==> config.mk <==
export PLATFORM = sky130hd
export DESIGN_NAME = serial_command_frame_finder
export DESIGN_NICKNAME = d
export VERILOG_FILES = /design/src/rtl/sfcf_pkg.sv /design/src/rtl/sfcf_front.sv /design/src/rtl/sfcf_queue.sv /design/src/rtl/sfcf_back.sv /design/src/rtl/serial_command_frame_finder.sv
export SDC_FILE = /design/constraint.sdc
export NUM_CORES = 1
export LEC_CHECK = 0
export ABC_CLOCK_PERIOD_IN_PS = 4100
export BUFFER_PORTS_ARGS = -buffer_cell sky130_fd_sc_hd__buf_2
export CAP_MARGIN = 20
export CORE_UTILIZATION = 59
export CTS_CLUSTER_SIZE = 14
export DETAILED_ROUTE_END_ITERATION = 12
export PLACE_DENSITY = 0.8
export SLEW_MARGIN = 10
export SYNTH_ARGS = -nofsm -noshare
export SYNTH_HDL_FRONTEND = slang
export SYNTH_SLANG_ARGS = --single-unit
==> constraint.sdc <==
create_clock -name clk -period 4.1 [get_ports clk]
set_clock_uncertainty 0.05 [all_clocks]
set_input_delay 0.41 -clock clk [delete_from_list [all_inputs] [get_ports clk]]
set_output_delay 0.41 -clock clk [all_outputs]
set_load 0.005 [all_outputs]
==> src/rtl/sfcf_pkg.sv <==
// Shared types and constants for the serial command frame finder.
// No dependencies.
`default_nettype none

package sfcf_pkg;

    localparam int BYTE_W = 8;
    localparam int CFG_IDX_W = 2;

    localparam logic [CFG_IDX_W-1:0] CFG_HEADER_FIRST  = 2'd0;
    localparam logic [CFG_IDX_W-1:0] CFG_HEADER_SECOND = 2'd1;
    localparam logic [CFG_IDX_W-1:0] CFG_MAX_FRAME_LEN = 2'd2;

    localparam logic [BYTE_W-1:0] RST_HEADER_FIRST  = 8'd90;
    localparam logic [BYTE_W-1:0] RST_HEADER_SECOND = 8'd165;
    localparam logic [BYTE_W-1:0] RST_MAX_FRAME_LEN = 8'd255;

    localparam logic [BYTE_W-1:0] LEN_BYTE_INDEX = 8'd3;

    typedef enum logic [1:0] {
        KIND_DATA  = 2'd0,
        KIND_LAST  = 2'd1,
        KIND_ERROR = 2'd2
    } sfcf_kind_t;

    typedef struct packed {
        logic [BYTE_W-1:0] data;
        logic [BYTE_W-1:0] idx;
        sfcf_kind_t        kind;
    } sfcf_item_t;

endpackage

`default_nettype wire

==> src/rtl/sfcf_front.sv <==
// Front end: configuration registers, hunt position tracking and word classification.
// Depends on sfcf_pkg.
`default_nettype none

module sfcf_front (
    input  wire logic                          clk,
    input  wire logic                          rst_n,
    input  wire logic                          cfg_we,
    input  wire logic [sfcf_pkg::CFG_IDX_W-1:0] cfg_index,
    input  wire logic [sfcf_pkg::BYTE_W-1:0]    cfg_data,
    input  wire logic                          in_valid,
    output logic                               in_stall,
    input  wire logic [sfcf_pkg::BYTE_W-1:0]    rx_byte,
    input  wire logic                          restart,
    output logic                               push,
    output sfcf_pkg::sfcf_item_t               push_item,
    input  wire logic                          q_full
);
    import sfcf_pkg::*;

    logic [BYTE_W-1:0] hdr_first_reg;
    logic [BYTE_W-1:0] hdr_second_reg;
    logic [BYTE_W-1:0] max_len_reg;
    logic [BYTE_W-1:0] pos_reg, pos_next;
    logic [BYTE_W-1:0] dlen_reg, dlen_next;
    logic              accept;
    logic [BYTE_W-1:0] len_eff;
    logic [BYTE_W:0]   count;

    assign in_stall = q_full;
    assign accept   = in_valid && !q_full;
    assign len_eff  = (pos_reg == LEN_BYTE_INDEX) ? rx_byte : dlen_reg;
    assign count    = {1'b0, pos_reg} + {{BYTE_W{1'b0}}, 1'b1};

    always_ff @(posedge clk or negedge rst_n)
    begin
        if (!rst_n)
        begin
            hdr_first_reg  <= RST_HEADER_FIRST;
            hdr_second_reg <= RST_HEADER_SECOND;
            max_len_reg    <= RST_MAX_FRAME_LEN;
        end
        else if (cfg_we)
        begin
            case (cfg_index)
                CFG_HEADER_FIRST:  hdr_first_reg  <= cfg_data;
                CFG_HEADER_SECOND: hdr_second_reg <= cfg_data;
                CFG_MAX_FRAME_LEN: max_len_reg    <= cfg_data;
                default: ;
            endcase
        end
    end

    always_comb
    begin
        pos_next       = pos_reg;
        dlen_next      = dlen_reg;
        push           = 1'b0;
        push_item.data = rx_byte;
        push_item.idx  = pos_reg;
        push_item.kind = KIND_DATA;
        if (accept)
        begin
            if (restart)
            begin
                pos_next  = '0;
                dlen_next = '0;
            end
            else if (pos_reg == '0 && rx_byte != hdr_first_reg)
            begin
                pos_next = pos_reg;
            end
            else if (pos_reg == 8'd1 && rx_byte != hdr_second_reg)
            begin
                pos_next = '0;
            end
            else if (pos_reg >= max_len_reg)
            begin
                push           = 1'b1;
                push_item.kind = KIND_ERROR;
                pos_next       = '0;
            end
            else
            begin
                push = 1'b1;
                if (pos_reg == LEN_BYTE_INDEX)
                    dlen_next = rx_byte;
                if (pos_reg >= LEN_BYTE_INDEX
                    && count == ({1'b0, len_eff} + {{BYTE_W{1'b0}}, 1'b1}))
                begin
                    push_item.kind = KIND_LAST;
                    pos_next       = '0;
                end
                else
                begin
                    pos_next = count[BYTE_W-1:0];
                end
            end
        end
    end

    always_ff @(posedge clk or negedge rst_n)
    begin
        if (!rst_n)
        begin
            pos_reg  <= '0;
            dlen_reg <= '0;
        end
        else
        begin
            pos_reg  <= pos_next;
            dlen_reg <= dlen_next;
        end
    end

endmodule

`default_nettype wire

==> src/rtl/sfcf_queue.sv <==
// Two-entry queue of classified words between front and back ends.
// Depends on sfcf_pkg.
`default_nettype none

module sfcf_queue (
    input  wire logic               clk,
    input  wire logic               rst_n,
    input  wire logic               push,
    input  wire sfcf_pkg::sfcf_item_t push_item,
    output logic                    full,
    input  wire logic               pop,
    output sfcf_pkg::sfcf_item_t    pop_item,
    output logic                    empty
);
    import sfcf_pkg::*;

    sfcf_item_t  slot_reg [2];
    logic        wr_ptr_reg, rd_ptr_reg;
    logic [1:0]  cnt_reg, cnt_next;
    logic        do_push, do_pop;

    assign full     = (cnt_reg == 2'd2);
    assign empty    = (cnt_reg == 2'd0);
    assign do_push  = push && !full;
    assign do_pop   = pop && !empty;
    assign pop_item = slot_reg[rd_ptr_reg];

    always_comb
    begin
        cnt_next = cnt_reg;
        if (do_push && !do_pop)
            cnt_next = cnt_reg + 2'd1;
        else if (do_pop && !do_push)
            cnt_next = cnt_reg - 2'd1;
    end

    always_ff @(posedge clk)
    begin
        if (do_push)
            slot_reg[wr_ptr_reg] <= push_item;
    end

    always_ff @(posedge clk or negedge rst_n)
    begin
        if (!rst_n)
        begin
            wr_ptr_reg <= 1'b0;
            rd_ptr_reg <= 1'b0;
            cnt_reg    <= 2'd0;
        end
        else
        begin
            if (do_push)
                wr_ptr_reg <= !wr_ptr_reg;
            if (do_pop)
                rd_ptr_reg <= !rd_ptr_reg;
            cnt_reg <= cnt_next;
        end
    end

endmodule

`default_nettype wire

==> src/rtl/sfcf_back.sv <==
// Back end: turns classified words into result fields in an output register.
// Depends on sfcf_pkg.
`default_nettype none

module sfcf_back (
    input  wire logic                       clk,
    input  wire logic                       rst_n,
    input  wire logic                       q_empty,
    input  wire sfcf_pkg::sfcf_item_t       q_item,
    output logic                            q_pop,
    output logic                            out_valid,
    input  wire logic                       out_stall,
    output logic [sfcf_pkg::BYTE_W-1:0]     frame_byte,
    output logic [sfcf_pkg::BYTE_W-1:0]     byte_index,
    output logic                            frame_last,
    output logic [sfcf_pkg::BYTE_W-1:0]     frame_length,
    output logic                            frame_error
);
    import sfcf_pkg::*;

    logic              valid_reg;
    logic [BYTE_W-1:0] byte_reg;
    logic [BYTE_W-1:0] idx_reg;
    logic              last_reg;
    logic [BYTE_W-1:0] len_reg;
    logic              err_reg;

    assign q_pop = !q_empty && (!valid_reg || !out_stall);

    always_ff @(posedge clk or negedge rst_n)
    begin
        if (!rst_n)
            valid_reg <= 1'b0;
        else if (q_pop)
            valid_reg <= 1'b1;
        else if (!out_stall)
            valid_reg <= 1'b0;
    end

    always_ff @(posedge clk)
    begin
        if (q_pop)
        begin
            byte_reg <= q_item.data;
            idx_reg  <= q_item.idx;
            last_reg <= (q_item.kind == KIND_LAST);
            err_reg  <= (q_item.kind == KIND_ERROR);
            len_reg  <= (q_item.kind == KIND_LAST) ? (q_item.idx + 8'd1) : '0;
        end
    end

    assign out_valid    = valid_reg;
    assign frame_byte   = byte_reg;
    assign byte_index   = idx_reg;
    assign frame_last   = last_reg;
    assign frame_length = len_reg;
    assign frame_error  = err_reg;

endmodule

`default_nettype wire

==> src/rtl/serial_command_frame_finder.sv <==
// Top level of the serial command frame finder: front end, word queue, back end.
// Depends on sfcf_pkg, sfcf_front, sfcf_queue, sfcf_back.
//
//  channel  | handshake            | payload
//  ---------+----------------------+---------------------------------------------
//  input    | in_valid / in_stall  | rx_byte, restart
//  output   | out_valid / out_stall| frame_byte, byte_index, frame_last,
//           |                      | frame_length, frame_error
//  config   | cfg_we               | cfg_index, cfg_data
//
// One word per cycle while the queue is not full; a result passes a queue slot, then the output register.
// in_stall rises only when the two-entry queue is full under output stall.
// Reset restores the header and capacity registers and clears the hunt position.
`default_nettype none

module serial_command_frame_finder (
    input  wire logic                          clk,
    input  wire logic                          rst_n,
    input  wire logic                          cfg_we,
    input  wire logic [sfcf_pkg::CFG_IDX_W-1:0] cfg_index,
    input  wire logic [sfcf_pkg::BYTE_W-1:0]    cfg_data,
    input  wire logic                          in_valid,
    output logic                               in_stall,
    input  wire logic [sfcf_pkg::BYTE_W-1:0]    rx_byte,
    input  wire logic                          restart,
    output logic                               out_valid,
    input  wire logic                          out_stall,
    output logic [sfcf_pkg::BYTE_W-1:0]        frame_byte,
    output logic [sfcf_pkg::BYTE_W-1:0]        byte_index,
    output logic                               frame_last,
    output logic [sfcf_pkg::BYTE_W-1:0]        frame_length,
    output logic                               frame_error
);
    import sfcf_pkg::*;

    logic       push;
    sfcf_item_t push_item;
    logic       q_full;
    logic       q_pop;
    sfcf_item_t q_item;
    logic       q_empty;

    sfcf_front u_front (
        .clk       (clk),
        .rst_n     (rst_n),
        .cfg_we    (cfg_we),
        .cfg_index (cfg_index),
        .cfg_data  (cfg_data),
        .in_valid  (in_valid),
        .in_stall  (in_stall),
        .rx_byte   (rx_byte),
        .restart   (restart),
        .push      (push),
        .push_item (push_item),
        .q_full    (q_full)
    );

    sfcf_queue u_queue (
        .clk       (clk),
        .rst_n     (rst_n),
        .push      (push),
        .push_item (push_item),
        .full      (q_full),
        .pop       (q_pop),
        .pop_item  (q_item),
        .empty     (q_empty)
    );

    sfcf_back u_back (
        .clk          (clk),
        .rst_n        (rst_n),
        .q_empty      (q_empty),
        .q_item       (q_item),
        .q_pop        (q_pop),
        .out_valid    (out_valid),
        .out_stall    (out_stall),
        .frame_byte   (frame_byte),
        .byte_index   (byte_index),
        .frame_last   (frame_last),
        .frame_length (frame_length),
        .frame_error  (frame_error)
    );

endmodule

`default_nettype wire
==> results.cfg <==
[status]
status = finished, final reports clean

[drt]
drtPass1Iterations = 5
routedWlPerCell_um = 17.22
vias = 3604
drtIter0Drc = 247
drc = 0
routed_wl_um = 10330
viasPerCell = 6.007
postRouteAntennaNets = 0

[synth]
async_flop_share_pct = 42.06
syn_area_um2 = 5370
netlist_instances = 434
ys.flop_type = edfxtp_1
yosysWarnings = 0
synth_top_area_share_pct = 34.67
yosysTopAreaCell = edfxtp_1
synth_edf_count = 62
synth_cell_type_count = 58
yosysSeqAreaShare_pct = 56.01
ys_ff_latch = 107
synth.most_common_cell = edfxtp_1
avgSynthCellArea_um2 = 12.37
synthTopCellsByCount = 62 x edfxtp_1, 38 x mux2_2, 37 x nand2_1, 29 x dfrtp_1, 22 x nor2_1
syn-num-nets = 472
ys_top_cells_by_area = edfxtp_1 35%, dfrtp_1 14%, mux2_2 8.0%

[critical_path]
critPathTopFamily = simple AND/OR/NAND/NOR gates
cp_cell_sequence = ha_1 -> or3b_2 -> nor2_2 -> nand2_1 -> nand2_1 -> ha_1 -> nand3_1 -> xor2_1 -> and3_1 -> a211oi_1 -> xnor2_1 -> nand4_4 -> nand3_4 -> o311ai_2
critPathLaunchType = flop
cp_slowest_cell = or3b_2
reg2reg_slack_ns = 0.36
reg2regPathDepth = 14
worstReg2RegStart = u_front.pos_reg[1]
cp_max_fo = 9
path_buf_inv = 0
critPathKind = reg2reg
crit_required_ns = 4.27
crit_arrival_ns = 3.90
endpoint_kind = flop
r2r-end = u_front.pos_reg[7]
crit_path_max_incr_delay_ns = 0.53

[power]
p_total_mw = 3.156
power.switching_mw = 1.044
swShare_pct = 33.08
pwr-share-seq_pct = 50.3
power_leakage_nw = 2.394
power_frac_comb_pct = 31.0
p_clk_share_pct = 18.7
ir_drop_uv = 251.7
p_int_mw = 2.112
power_density_nw_per_um2 = 529.9

[die]
initial_core_util_pct = 61.28
die_width_um = 97.41
row_count = 34
die_area_um2 = 9488
io_pins = 52
die_h_um = 97.41
core_um2 = 8763

[finish]
instances_no_fill = 600
diodes = 0
drive_gt1_share_pct = 29.47
areaGrowthSynthToFinish_pct = 10.90
fin_util_pct = 67.96
layout.nets = 525
largest_reg_flops = 36

[clocking]
clkLatencyLatePin_ns = 0.37
clk_pin_slew_ns = 0.10
cts_setup_buffers = 0
h-tree-depth = 3
clockBufferDepth = 2
cts-buffers-inserted = 9
cts_tree = done
ctsRootBufferMaster = clkbuf_8
cts.sinks = 107

[worst_hold_path]
hp-class = in2reg
worstHoldStart = out_stall
min_path_cells = 3
hold_end = u_back.out_valid

[global_route]
grt_max_degree = 46
overflow = 0
antenna_found_initial = 0
grt_first_pass_wirelength_um = 17240
grtUsageTotal_pct = 23.18
grt_pass1_vias = 3468

[sta]
max_freq_mhz = 267.7
worstMarginPinSlew_ns = 0.9819
finalSetupTns_ns = 0
grt_setup_unrepaired = false
period_minus_slack_ns = 3.736
finalSetupViolCount = 0
maxSlewViolCount = 0
max_slew_margin_pct = 34.30
period_share_pct = 91.13
hold_viol_final = 0
hold_ws_ns = 0.2072

[placement]
dp_cells = 582
hpwl_um = 7660
gp_congestion = 0.9313
io_buffers = 51

[job]
cap_viol_max_count = 0
==> cell usage in the layout (no fill, tap or decap), types with 4 or more instances in the layout <==
cell type,synthesis,routed
nand2b_1,5,5
buf_2,4,52
mux2_2,38,38
a22o_1,6,6
and3_1,8,8
ha_1,14,14
nand2_1,37,37
nor4b_1,4,4
edfxtp_1,62,62
dfstp_2,16,16
nand4_1,7,7
buf_4,0,8
inv_1,17,17
o21ai_0,10,10
nor2_1,22,22
dfrtp_1,29,28
xnor2_1,18,18
nand3_1,16,16
mux2i_1,6,6
a211oi_1,5,5
a21oi_1,7,7
nor3_1,12,12
clkbuf_8,0,9
o211ai_1,5,5
xor2_1,21,21
==> tightest hold or removal path, cell delays in order <==
cell and delay (ns):
buf_2 0.08, nand2_1 0.06, nand2_1 0.05
==> power by group through the flow <==
stage          combinational, mW  sequential (mW)  clock [mW]
2_1_floorplan              0.708             1.57           0
3_3_place_gp               0.952             1.60           0
3_5_place_dp               0.980             1.61           0
4_1_cts                    0.984             1.59       0.605
5_1_grt                     1.08             1.62       0.640
6_report                   0.979             1.59       0.589
==> layout make-up <==
cell class / count / area (um^2)
well taps: 108 / 135.1
clock buffers: 10 / 127.6
clock inverters: 6 / 51.30
fillers: 673 / 2808
flip-flops and latches: 107 / 3009
inverters: 17 / 63.81
repair buffers: 62 / 350.3
multi-input cells: 290 / 2218
==> how the worst max path moves through the flow <==
stage | startpoint | endpoint | cells after the start
after floorplan | u_front.pos_reg[1] | u_front.pos_reg[4] | 16
after global placement | u_front.pos_reg[0] | u_front.pos_reg[6] | 14
after detailed placement | u_front.pos_reg[0] | u_front.pos_reg[4] | 14
after CTS | u_front.pos_reg[0] | u_front.pos_reg[7] | 14
after global routing | u_front.pos_reg[1] | u_front.pos_reg[7] | 14
final | u_front.pos_reg[1] | u_front.pos_reg[7] | 14
==> cells by family after synthesis <==
kind of cell / Yosys count / share of synthesized area, %
AOI/OAI and AO/OA: 60 / 8.877
xor gates and xnor gates: 40 / 6.780
adders and majority gates: 14 / 3.262
buffers and inverters: 37 / 2.679
DFF: 107 / 56.01
muxes: 44 / 9.087
and+or+nand+nor: 132 / 13.30
==> layer usage <==
layer	track usage, %	up-vias	wire (um)
met3	4.820	21	504
met5	0	-	0
met1	30.64	1776	4523
met4	7.805	0	217
met2	38.30	108	5087
li1	-	1699	-
==> per-stage QoR <==
step	worst slack, ns	cell area [um^2]
detailed placement	0.3457	5746
finish	0.3638	5956
floorplan	0.6767	5370
global placement	0.4952	5741
CTS	0.3318	5924
global route	0.1106	5956
==> repair_timing <==
item                                    in CTS  in global routing
gates resized for setup                      0                  1
hold endpoints to repair                     0                  7
endpoints found under the setup margin       0                  1
hold buffers                                 0                  1
Note: power is estimated with default switching activity, not from simulation.
